File: src/rtl/utsc_pkg.sv
`timescale 1ns / 1ps
// ----------------------------------------------------------------------------
// utsc_pkg
// Shared types and constants for the second-count to calendar converter.
// ----------------------------------------------------------------------------
package utsc_pkg;

    localparam int SEC_W   = 32;
    localparam int FLAG_W  = 8;
    localparam int FRACI_W = 16;
    localparam int CFG_W   = 32;
    localparam int TZ_W    = 12;
    localparam int CIDX_W  = 1;

    localparam int YEAR_W  = 12;
    localparam int MON_W   = 4;
    localparam int DAY_W   = 5;
    localparam int HOUR_W  = 5;
    localparam int MIN_W   = 6;
    localparam int SECO_W  = 6;
    localparam int FRACO_W = 14;

    // Elapsed-year counter width; covers the whole range of the year limit.
    localparam int YR_W    = 8;
    localparam int DAYS_W  = 16;
    localparam int QUO_W   = 16;
    localparam int DVS_W   = 17;

    // Constant divider: the dividend, with the divisor's power-of-two factor
    // shifted out, is multiplied by a rounded-up reciprocal of the odd part
    // and the quotient is taken from the upper product bits.
    localparam int STEP_W  = 2;
    localparam int MULX_W  = 25;
    localparam int RCP_W   = 26;
    localparam int PROD_W  = MULX_W + RCP_W;

    localparam logic [CIDX_W-1:0] CFG_EPOCH_BASE = 1'b0;
    localparam logic [CIDX_W-1:0] CFG_TZ_SHIFT   = 1'b1;

    localparam logic [CFG_W-1:0] EPOCH_BASE_RST = 32'd946684800;

    localparam logic [DVS_W-1:0] SECS_PER_DAY  = 17'd86400;
    localparam logic [DVS_W-1:0] SECS_PER_HOUR = 17'd3600;
    localparam logic [DVS_W-1:0] SECS_PER_MIN  = 17'd60;
    localparam logic [DVS_W-1:0] DATE_WRAP     = 17'd31;

    // Reciprocals of 675 (2^35), 225 (2^21), 15 (2^14) and 31 (2^21).
    localparam logic [RCP_W-1:0] RCP_DAY  = 26'd50903317;
    localparam logic [RCP_W-1:0] RCP_HOUR = 26'd9321;
    localparam logic [RCP_W-1:0] RCP_MIN  = 26'd1093;
    localparam logic [RCP_W-1:0] RCP_DATE = 26'd67651;

    // Divider phases, counted down: multiply, quotient, remainder.
    localparam logic [STEP_W-1:0] DIV_STEP_MUL = 2'd2;
    localparam logic [STEP_W-1:0] DIV_STEP_QUO = 2'd1;
    localparam logic [STEP_W-1:0] DIV_STEP_REM = 2'd0;

    localparam int LEAP_BIT = 7;

    typedef enum logic [3:0] {
        OP_NONE,
        OP_LOAD,
        OP_THRESH,
        OP_ELAPSED,
        OP_DIV_START,
        OP_DIV_STEP,
        OP_WALK_START,
        OP_YEAR_STEP,
        OP_MONTH_START,
        OP_MONTH_STEP,
        OP_FINISH
    } op_t;

    typedef enum logic [1:0] {
        DSEL_DAY,
        DSEL_HOUR,
        DSEL_MIN,
        DSEL_DATE
    } dsel_t;

    typedef struct packed {
        op_t   op;
        dsel_t dsel;
    } cmd_t;

    typedef struct packed {
        logic div_last;
        logic year_done;
        logic month_done;
        logic date_big;
    } sts_t;

endpackage

File: src/rtl/utsc_dp.sv
`timescale 1ns / 1ps
// ----------------------------------------------------------------------------
// utsc_dp
// Datapath: configuration registers, offset arithmetic, a shared
// reciprocal-multiply constant divider and the year and month walk registers.
// ----------------------------------------------------------------------------
module utsc_dp
    import utsc_pkg::*;
#(
    parameter int MAX_YEARS = 150
)
(
    input  logic                clk,
    input  logic                rst_n,
    input  logic                cfg_we,
    input  logic [CIDX_W-1:0]   cfg_index,
    input  logic [CFG_W-1:0]    cfg_data,
    input  logic [SEC_W-1:0]    utc_seconds,
    input  logic [FLAG_W-1:0]   quality_flags,
    input  logic [FRACI_W-1:0]  fraction_100us,
    input  cmd_t                cmd,
    output sts_t                sts,
    output logic [YEAR_W-1:0]   year,
    output logic [MON_W-1:0]    month,
    output logic [DAY_W-1:0]    day_of_month,
    output logic [HOUR_W-1:0]   hour,
    output logic [MIN_W-1:0]    minute,
    output logic [SECO_W-1:0]   second,
    output logic [FRACO_W-1:0]  fraction_out
);

    function automatic logic [FRACO_W-1:0] frac_mod(input logic [FRACI_W-1:0] f);
        logic [FRACI_W-1:0] r;
        begin
            r = f;
            if (r >= 16'd40000)
            begin
                r = r - 16'd40000;
            end
            if (r >= 16'd20000)
            begin
                r = r - 16'd20000;
            end
            if (r >= 16'd10000)
            begin
                r = r - 16'd10000;
            end
            return r[FRACO_W-1:0];
        end
    endfunction

    function automatic logic [DAY_W-1:0] month_len(input logic [MON_W-1:0] m,
                                                   input logic leap);
        begin
            case (m)
                4'd2:    return leap ? 5'd29 : 5'd28;
                4'd4, 4'd6, 4'd9, 4'd11: return 5'd30;
                default: return 5'd31;
            endcase
        end
    endfunction

    logic [CFG_W-1:0]   base_reg;
    logic [TZ_W-1:0]    tz_reg;
    logic [SEC_W-1:0]   utc_reg;
    logic               leap_reg;
    logic [FRACO_W-1:0] frac_reg;
    logic [SEC_W-1:0]   shift_reg;
    logic [SEC_W-1:0]   thr_reg;
    logic [SEC_W-1:0]   rem_reg;
    logic [QUO_W-1:0]   quo_reg;
    logic [STEP_W-1:0]  step_reg;
    logic [PROD_W-1:0]  prod_reg;
    dsel_t              dsel_reg;
    logic [DAYS_W-1:0]  days_reg;
    logic [HOUR_W-1:0]  hour_reg;
    logic [MIN_W-1:0]   min_reg;
    logic [SECO_W-1:0]  sec_reg;
    logic [YR_W-1:0]    yr_reg;
    logic [MON_W-1:0]   mon_reg;

    logic [SEC_W-1:0]       tz_ext;
    logic [SEC_W-1:0]       shift_next;
    logic [SEC_W:0]         elapsed;
    logic [DVS_W-1:0]       dvs;
    logic [RCP_W-1:0]       rcp;
    logic [MULX_W-1:0]      mul_x;
    logic [QUO_W-1:0]       quo_next;
    logic [QUO_W+DVS_W-1:0] qd;
    logic [8:0]             ylen;
    logic [DAY_W-1:0]       mlen;
    logic [YEAR_W-1:0]      year_sum;

    // Configuration registers.
    always_ff @(posedge clk or negedge rst_n)
    begin
        if (!rst_n)
        begin
            base_reg <= EPOCH_BASE_RST;
            tz_reg   <= '0;
        end
        else if (cfg_we)
        begin
            case (cfg_index)
                CFG_EPOCH_BASE: base_reg <= cfg_data;
                CFG_TZ_SHIFT:   tz_reg   <= cfg_data[TZ_W-1:0];
                default:        ;
            endcase
        end
    end

    always_comb
    begin
        tz_ext     = {{(SEC_W-TZ_W){tz_reg[TZ_W-1]}}, tz_reg};
        // Minutes times sixty as (x * 64) - (x * 4), wrapping mod 2^32.
        shift_next = (tz_ext << 6) - (tz_ext << 2);
        elapsed    = {1'b0, utc_reg} - {1'b0, thr_reg};

        // The day wrap dividend is at most one more than the day count, so
        // sixteen bits hold it.
        case (dsel_reg)
            DSEL_DAY:
            begin
                dvs      = SECS_PER_DAY;
                rcp      = RCP_DAY;
                mul_x    = rem_reg[SEC_W-1:7];
                quo_next = prod_reg[50:35];
            end
            DSEL_HOUR:
            begin
                dvs      = SECS_PER_HOUR;
                rcp      = RCP_HOUR;
                mul_x    = MULX_W'(rem_reg[16:4]);
                quo_next = prod_reg[36:21];
            end
            DSEL_MIN:
            begin
                dvs      = SECS_PER_MIN;
                rcp      = RCP_MIN;
                mul_x    = MULX_W'(rem_reg[11:2]);
                quo_next = prod_reg[29:14];
            end
            default:
            begin
                dvs      = DATE_WRAP;
                rcp      = RCP_DATE;
                mul_x    = MULX_W'(rem_reg[15:0]);
                quo_next = prod_reg[36:21];
            end
        endcase
        qd = quo_reg * dvs;

        ylen = (yr_reg[1:0] == 2'b00) ? 9'd366 : 9'd365;
        mlen = month_len(mon_reg, yr_reg[1:0] == 2'b00);

        sts.div_last   = (step_reg == DIV_STEP_REM);
        sts.year_done  = (yr_reg == YR_W'(MAX_YEARS)) || (days_reg < DAYS_W'(ylen));
        sts.month_done = (mon_reg == 4'd13) || (days_reg < DAYS_W'(mlen));
        sts.date_big   = (days_reg >= 16'd31);

        year_sum = YEAR_W'(yr_reg) + 12'd2000;
    end

    always_ff @(posedge clk)
    begin
        case (cmd.op)
            OP_LOAD:
            begin
                utc_reg   <= utc_seconds;
                leap_reg  <= quality_flags[LEAP_BIT];
                frac_reg  <= frac_mod(fraction_100us);
                shift_reg <= shift_next;
            end
            OP_THRESH:
            begin
                thr_reg <= base_reg - shift_reg;
            end
            OP_ELAPSED:
            begin
                // A count at or below the threshold converts as zero.
                rem_reg <= elapsed[SEC_W] || (elapsed[SEC_W-1:0] == '0) ?
                           '0 : elapsed[SEC_W-1:0];
            end
            OP_DIV_START:
            begin
                quo_reg  <= '0;
                dsel_reg <= cmd.dsel;
                step_reg <= DIV_STEP_MUL;
                case (cmd.dsel)
                    DSEL_DAY:
                    begin
                        rem_reg <= rem_reg - SEC_W'(leap_reg);
                    end
                    DSEL_HOUR:
                    begin
                        days_reg <= quo_reg;
                    end
                    DSEL_MIN:
                    begin
                        hour_reg <= quo_reg[HOUR_W-1:0];
                    end
                    default:
                    begin
                        rem_reg <= SEC_W'(days_reg) + 32'd1;
                    end
                endcase
            end
            OP_DIV_STEP:
            begin
                case (step_reg)
                    DIV_STEP_MUL: prod_reg <= mul_x * rcp;
                    DIV_STEP_QUO: quo_reg  <= quo_next;
                    DIV_STEP_REM: rem_reg  <= rem_reg - qd[SEC_W-1:0];
                    default:      ;
                endcase
                step_reg <= step_reg - 1'b1;
            end
            OP_WALK_START:
            begin
                min_reg <= quo_reg[MIN_W-1:0];
                sec_reg <= rem_reg[SECO_W-1:0] + SECO_W'(leap_reg);
                yr_reg  <= '0;
            end
            OP_YEAR_STEP:
            begin
                if (!sts.year_done)
                begin
                    days_reg <= days_reg - DAYS_W'(ylen);
                    yr_reg   <= yr_reg + 1'b1;
                end
            end
            OP_MONTH_START:
            begin
                mon_reg <= 4'd1;
            end
            OP_MONTH_STEP:
            begin
                if (!sts.month_done)
                begin
                    days_reg <= days_reg - DAYS_W'(mlen);
                    mon_reg  <= mon_reg + 1'b1;
                end
            end
            OP_FINISH:
            begin
                year         <= (year_sum >= 12'd2100) ? year_sum - 12'd2100 : year_sum;
                month        <= (mon_reg == 4'd13) ? 4'd1 : mon_reg;
                day_of_month <= sts.date_big ? rem_reg[DAY_W-1:0] :
                                DAY_W'(days_reg + 16'd1);
                hour         <= hour_reg;
                minute       <= min_reg;
                second       <= sec_reg;
                fraction_out <= frac_reg;
            end
            default: ;
        endcase
    end

endmodule

File: src/rtl/utsc_ctrl.sv
`timescale 1ns / 1ps
// ----------------------------------------------------------------------------
// utsc_ctrl
// Controller: sequences the datapath through one conversion and owns the
// input stall and the output valid flag.
// ----------------------------------------------------------------------------
module utsc_ctrl
    import utsc_pkg::*;
(
    input  logic clk,
    input  logic rst_n,
    input  logic in_valid,
    output logic in_stall,
    output logic out_valid,
    input  logic out_stall,
    input  sts_t sts,
    output cmd_t cmd
);

    typedef enum logic [3:0] {
        S_IDLE,
        S_THRESH,
        S_ELAPSED,
        S_DAY_START,
        S_DIV_DAY,
        S_HOUR_START,
        S_DIV_HOUR,
        S_MIN_START,
        S_DIV_MIN,
        S_WALK_START,
        S_YEAR,
        S_MONTH_START,
        S_MONTH,
        S_DATE_START,
        S_DIV_DATE,
        S_DONE
    } state_t;

    state_t state_reg;
    state_t state_next;
    logic   out_valid_reg;
    logic   out_valid_next;
    logic   out_free;

    assign in_stall  = (state_reg != S_IDLE);
    assign out_valid = out_valid_reg;
    assign out_free  = !out_valid_reg || !out_stall;

    always_comb
    begin
        state_next     = state_reg;
        out_valid_next = out_valid_reg && out_stall;
        cmd.op         = OP_NONE;
        cmd.dsel       = DSEL_DAY;
        case (state_reg)
            S_IDLE:
            begin
                if (in_valid)
                begin
                    cmd.op     = OP_LOAD;
                    state_next = S_THRESH;
                end
            end
            S_THRESH:
            begin
                cmd.op     = OP_THRESH;
                state_next = S_ELAPSED;
            end
            S_ELAPSED:
            begin
                cmd.op     = OP_ELAPSED;
                state_next = S_DAY_START;
            end
            S_DAY_START:
            begin
                cmd.op     = OP_DIV_START;
                cmd.dsel   = DSEL_DAY;
                state_next = S_DIV_DAY;
            end
            S_DIV_DAY:
            begin
                cmd.op = OP_DIV_STEP;
                if (sts.div_last)
                begin
                    state_next = S_HOUR_START;
                end
            end
            S_HOUR_START:
            begin
                cmd.op     = OP_DIV_START;
                cmd.dsel   = DSEL_HOUR;
                state_next = S_DIV_HOUR;
            end
            S_DIV_HOUR:
            begin
                cmd.op = OP_DIV_STEP;
                if (sts.div_last)
                begin
                    state_next = S_MIN_START;
                end
            end
            S_MIN_START:
            begin
                cmd.op     = OP_DIV_START;
                cmd.dsel   = DSEL_MIN;
                state_next = S_DIV_MIN;
            end
            S_DIV_MIN:
            begin
                cmd.op = OP_DIV_STEP;
                if (sts.div_last)
                begin
                    state_next = S_WALK_START;
                end
            end
            S_WALK_START:
            begin
                cmd.op     = OP_WALK_START;
                state_next = S_YEAR;
            end
            S_YEAR:
            begin
                cmd.op = OP_YEAR_STEP;
                if (sts.year_done)
                begin
                    state_next = S_MONTH_START;
                end
            end
            S_MONTH_START:
            begin
                cmd.op     = OP_MONTH_START;
                state_next = S_MONTH;
            end
            S_MONTH:
            begin
                cmd.op = OP_MONTH_STEP;
                if (sts.month_done)
                begin
                    state_next = sts.date_big ? S_DATE_START : S_DONE;
                end
            end
            S_DATE_START:
            begin
                cmd.op     = OP_DIV_START;
                cmd.dsel   = DSEL_DATE;
                state_next = S_DIV_DATE;
            end
            S_DIV_DATE:
            begin
                cmd.op = OP_DIV_STEP;
                if (sts.div_last)
                begin
                    state_next = S_DONE;
                end
            end
            S_DONE:
            begin
                if (out_free)
                begin
                    cmd.op         = OP_FINISH;
                    out_valid_next = 1'b1;
                    state_next     = S_IDLE;
                end
            end
            default:
            begin
                state_next = S_IDLE;
            end
        endcase
    end

    always_ff @(posedge clk or negedge rst_n)
    begin
        if (!rst_n)
        begin
            state_reg     <= S_IDLE;
            out_valid_reg <= 1'b0;
        end
        else
        begin
            state_reg     <= state_next;
            out_valid_reg <= out_valid_next;
        end
    end

endmodule

File: src/rtl/utc_seconds_to_calendar_top.sv
`timescale 1ns / 1ps
// ----------------------------------------------------------------------------
// utc_seconds_to_calendar_top
// Converts a 32-bit UTC second count, shifted by a time-zone offset and
// measured from a programmable epoch base, into calendar date and time.
// ----------------------------------------------------------------------------
// The year walk runs once per elapsed year until MAX_YEARS is reached, the month
// walk once per month passed until month 13, and the day wrap runs only when the
// day count needs wrapping. One transaction is in flight at a time; the next is
// taken in the idle state that follows the registered result, and the year walk
// dominates the conversion time.
// Reset clears the controller and loads 2000-01-01 and a zero offset.
// ----------------------------------------------------------------------------
module utc_seconds_to_calendar_top
    import utsc_pkg::*;
#(
    // Limit of the year walk; the year counter is sized for up to 255.
    parameter int MAX_YEARS = 150
)
(
    input  logic                clk,
    input  logic                rst_n,
    // Configuration write port; the user must write only while the block is idle (not enforced).
    input  logic                cfg_we,
    input  logic [CIDX_W-1:0]   cfg_index,
    input  logic [CFG_W-1:0]    cfg_data,
    // Input transaction channel.
    input  logic                in_valid,
    output logic                in_stall,
    input  logic [SEC_W-1:0]    utc_seconds,
    input  logic [FLAG_W-1:0]   quality_flags,
    input  logic [FRACI_W-1:0]  fraction_100us,
    // Result transaction channel.
    output logic                out_valid,
    input  logic                out_stall,
    output logic [YEAR_W-1:0]   year,
    output logic [MON_W-1:0]    month,
    output logic [DAY_W-1:0]    day_of_month,
    output logic [HOUR_W-1:0]   hour,
    output logic [MIN_W-1:0]    minute,
    output logic [SECO_W-1:0]   second,
    output logic [FRACO_W-1:0]  fraction_out
);

    // The controller issues one command per cycle and the datapath answers
    // with the status of its divider and of the year and month walks.
    cmd_t cmd;
    sts_t sts;

    // The controller accepts a new transaction only in its idle state. The
    // result sits in an output register, so the next transaction can be
    // taken while the previous result is still waiting downstream.
    utsc_ctrl u_ctrl (
        .clk       (clk),
        .rst_n     (rst_n),
        .in_valid  (in_valid),
        .in_stall  (in_stall),
        .out_valid (out_valid),
        .out_stall (out_stall),
        .sts       (sts),
        .cmd       (cmd)
    );

    // The datapath holds the configuration, a constant divider that works by
    // reciprocal multiplication in its multiply, quotient and remainder phases
    // (used for days, hours, minutes and the day wrap), and a year
    // and month walk that subtracts one length per cycle.
    utsc_dp #(
        .MAX_YEARS (MAX_YEARS)
    ) u_dp (
        .clk            (clk),
        .rst_n          (rst_n),
        .cfg_we         (cfg_we),
        .cfg_index      (cfg_index),
        .cfg_data       (cfg_data),
        .utc_seconds    (utc_seconds),
        .quality_flags  (quality_flags),
        .fraction_100us (fraction_100us),
        .cmd            (cmd),
        .sts            (sts),
        .year           (year),
        .month          (month),
        .day_of_month   (day_of_month),
        .hour           (hour),
        .minute         (minute),
        .second         (second),
        .fraction_out   (fraction_out)
    );

endmodule
File: config.mk
export PLATFORM = sky130hd
export DESIGN_NAME = utc_seconds_to_calendar_top
export DESIGN_NICKNAME = d
export VERILOG_FILES = /design/src/rtl/utsc_pkg.sv /design/src/rtl/utsc_dp.sv /design/src/rtl/utsc_ctrl.sv /design/src/rtl/utc_seconds_to_calendar_top.sv
export SDC_FILE = /design/constraint.sdc
export NUM_CORES = 2
export LEC_CHECK = 0
export BUFFER_PORTS_ARGS = -buffer_cell sky130_fd_sc_hd__buf_2
export CORE_ASPECT_RATIO = 0.6
export CORE_MARGIN = 2
export CORE_UTILIZATION = 59
export CTS_CLUSTER_SIZE = 12
export DETAILED_ROUTE_END_ITERATION = 16
export PLACE_DENSITY = 0.79
export SETUP_SLACK_MARGIN = 0.02
export SYNTH_ARGS = -nofsm -noshare
export SYNTH_HDL_FRONTEND = slang
export SYNTH_SLANG_ARGS = --single-unit
File: constraint.sdc
create_clock -name clk -period 8.14 [get_ports clk]
set_input_delay 0.407 -clock clk [delete_from_list [all_inputs] [get_ports clk]]
set_output_delay 0.407 -clock clk [all_outputs]
set_load 0.05 [all_outputs]
==> metrics.txt <==
GP Congestion 1.01; remaining global-route overflow 0; Slew @ Worst Pin 1.18 ns; Initial Utilization between 50% and 60%; Pwr Density 86.5 nW/um2; H-tree Lvls 2; Distinct cells, synth a little under 90; CTS sink count 331; drt total wl 115 mm; Peak Freq 122 MHz; 1st-pass router iterations 6; Pins Over Slew Limit 0; first-pass GRT wire length 178 mm; Combinational Power Share 11.2%; Residual DRC 0; Final Net Count 5719; WL per Instance 20.8 um; vias ~32000; Mapped Avg Cell Area approximately 9.9 um2; Critical Path RT 8.45 ns; DR iter-0 viols 3273; peak supply drop 0.119 mV; Primary FF master, synth edfxtp_1; Ys Warns 0; Slew headroom about a fifth; Period Utilization, post-route 101%; IO Port Bufs 140; Synth-to-Final Area Change 12.9%; slowest CP cell or4b_4; CORE AREA 70000 um2; Cell Area, Placed about 45000 um2; min-delay worst type input port to flop; initial antenna violation count 0; Max clock buf depth 3; die area between 70000 and 80000 um2; P_sw between 0.001 and 0.0015 W; Finished Cell Area around 47000 um2; hold slack 0.0264 ns; Post-Syn Area 41800 um2; Yosys reg bits 331; CTS tree done; Die W 348 um; Crit Path Max Fanout 6; register area share after synthesis between 20% and 30%; # setup viols final 3; vias in the first global route about 31000; Final WS setup -0.0832 ns; # fillers 5492; Clock Power Share 41.8%; row cnt 75; gr usage total 31.8%; status finished with violations; RSZ-0062 raised after global routing yes; failing checks setup timing; share of cells above drive strength 1 between 10% and 20%; net count after synthesis 5377; TritonCTS Buffers 37; Die Height 210 um; worst-skew pair later-pin latency 0.59 ns; Inserted Diodes 0; P_leak 23.7 nW; Root Buffer clkbuf_16; post-layout min period 8.22 ns; most used cell, CP fa_1; WP data arrival about 8.5 ns; max FFs per register 37; cell count after synthesis 4223; setup TNS -0.132 ns; Via density 5.76; Post-synth EDFFs 282; total I/O pin count between 100 and 150; pin count of the biggest net entering global routing 65; ANT nets after route 0; Final Hold Violating Endpoints 0; Max Cap Viol 0; CP Launch Type flop; sequential share of power approximately 47%; CP endpoint kind flop; switching share of power 25.6%; critical path's largest stage delay about 0.56 ns; estimated wirelength of the detail-placed design ~96 mm; Pint 0.00304 W; post-route clock skew 0.0189 ns; critical path class flop to flop; ys async rst share 14.8%; Worst-path clk slew 0.07 ns
## critical path: cells and delay by family, from the launching register on
| family | cells | cell delay, ns |
|---|---|---|
| AND/OR/NAND/NOR | 5 | 1.18 |
| adder cells (fa/ha/maj) | 9 | 3.93 |
| AO/OA/AOI/OAI | 8 | 1.66 |
| flip-flops | 1 | 0.47 |
| buffers and inverters | 7 | 0.70 |
## power groups by stage
stage / clock network, W / logic, W / registers, W
final: 0.00171 / 0.000458 / 0.00192
after global routing: 0.00178 / 0.000506 / 0.00192
after CTS: 0.00172 / 0.000450 / 0.00192
after detailed placement: 0 / 0.000438 / 0.00195
after global placement: 0 / 0.000418 / 0.00195
after floorplan: 0 / 0.000334 / 0.00194
## cell families (layout without fill, tap and decap cells)
kind of cell | after synthesis | in the layout | share of synthesized area (%)
xor+xnor | 210 | 210 | 4.40
compound gates | 598 | 598 | 9.69
fa+ha+maj | 1060 | 1060 | 41.0
buf+inv | 1084 | 1454 | 9.75
mux | 59 | 59 | 1.55
simple gates | 881 | 881 | 10.4
flops | 331 | 331 | 23.2
## final timing paths
path                                              to  cells past startpoint  slack, ns              from
worst max-delay path               u_dp.prod_reg[47]                     29      -0.08  u_dp.dsel_reg[0]
worst min-delay path                 u_dp.utc_reg[0]                      1       0.03    utc_seconds[0]
worst max register to register     u_dp.prod_reg[47]                     29      -0.08  u_dp.dsel_reg[0]
worst min register to register  u_dp.fraction_out[3]                      0       0.42  u_dp.frac_reg[3]
max in group asynchronous          u_dp.base_reg[25]                      3       7.20             rst_n
min in group asynchronous           u_dp.base_reg[0]                      3       0.49             rst_n
## what timing repair did
item | CTS | global route
hold buffers | 15 | 0
cloned | 0 | 0
buffers inserted | 11 | 21
resized for setup | 29 | 131
pin swaps | 27 | 91
endpoints found under the hold margin | 51 | 0
endpoints found under the setup margin | 19 | 31
## cell usage after synthesis, types with 7 or more instances
master / count / area (um2)
inv_1: 972 / 3650
ha_1: 545 / 6820
fa_1: 515 / 10300
edfxtp_1: 282 / 8470
nand2_1: 272 / 1020
nor2_1: 181 / 679
a21oi_1: 146 / 731
xnor2_1: 144 / 1260
o21ai_0: 103 / 515
clkbuf_1: 93 / 349
and2_1: 87 / 544
a21o_1: 73 / 548
xor2_1: 66 / 578
nand3_1: 55 / 275
nor2b_1: 51 / 319
nor3_1: 46 / 230
mux2_2: 45 / 507
and3_1: 38 / 238
nand2b_1: 38 / 238
dfrtp_1: 37 / 926
a22oi_1: 32 / 240
o21a_1: 26 / 195
o221ai_1: 26 / 228
o211ai_1: 25 / 188
nand4_1: 22 / 138
a31oi_1: 20 / 125
a221o_1: 17 / 170
buf_1: 16 / 60.1
nor4_1: 16 / 100
or2_2: 15 / 93.8
a211oi_1: 14 / 105
mux2i_1: 14 / 140
o21bai_1: 14 / 105
or3_1: 14 / 87.6
a21boi_0: 12 / 90.1
dfstp_2: 12 / 315
nor3b_1: 11 / 82.6
a222oi_1: 10 / 100
a211o_1: 7 / 61.3
## routing by layer
metal  vias up  track usage [%]  wire (um)
met4         0             4.63       1620
met5         -                0          0
met1     15700             51.2      53300
met2      1494             42.9      45900
li1      14500                -          -
met3       120             8.72      14200
## cell type report
cell class | instances | area (um2) | area share (%)
sequential | 331 | 9710 | 20.6
tap | 924 | 1160 | 2.45
multi-input combinational | 2808 | 28600 | 60.6
clock buffer | 55 | 1050 | 2.21
inverter | 972 | 3650 | 7.73
clock inverter | 12 | 126 | 0.268
timing repair buffer | 415 | 2900 | 6.14
## cells in the final DEF (no fill, tap or decap), types with 17 or more instances in the layout
master	instances
nor2b_1	46
o221ai_1	25
fa_1	501
a221o_1	17
dfrtp_1	37
nand3_1	55
o21a_1	26
edfxtp_1	282
buf_4	243
xnor2_1	144
nor2_1	169
and3_1	36
a21o_1	73
o21ai_0	98
a31oi_1	19
inv_2	17
xor2_1	66
nor3_1	43
a22oi_1	30
nand4_1	22
mux2_2	45
clkbuf_16	39
o211ai_1	25
buf_2	140
a21oi_1	136
nand2b_1	36
inv_1	955
ha_1	527
nand2_1	264
and2_1	76
## metrics by stage
step                      utilization [%]  setup slack, ns  std cells  total power, W
final                                67.5          -0.0832       5517         0.00408
after global routing                 67.5           -0.282       5517         0.00421
after CTS                            66.6           -0.131       5497         0.00408
after detailed placement             64.4           -0.362       5404         0.00239
after global placement               64.4           -0.145       5404         0.00237
after floorplan                         -           0.0756       4223         0.00228
(Power assumes the default switching activity.)
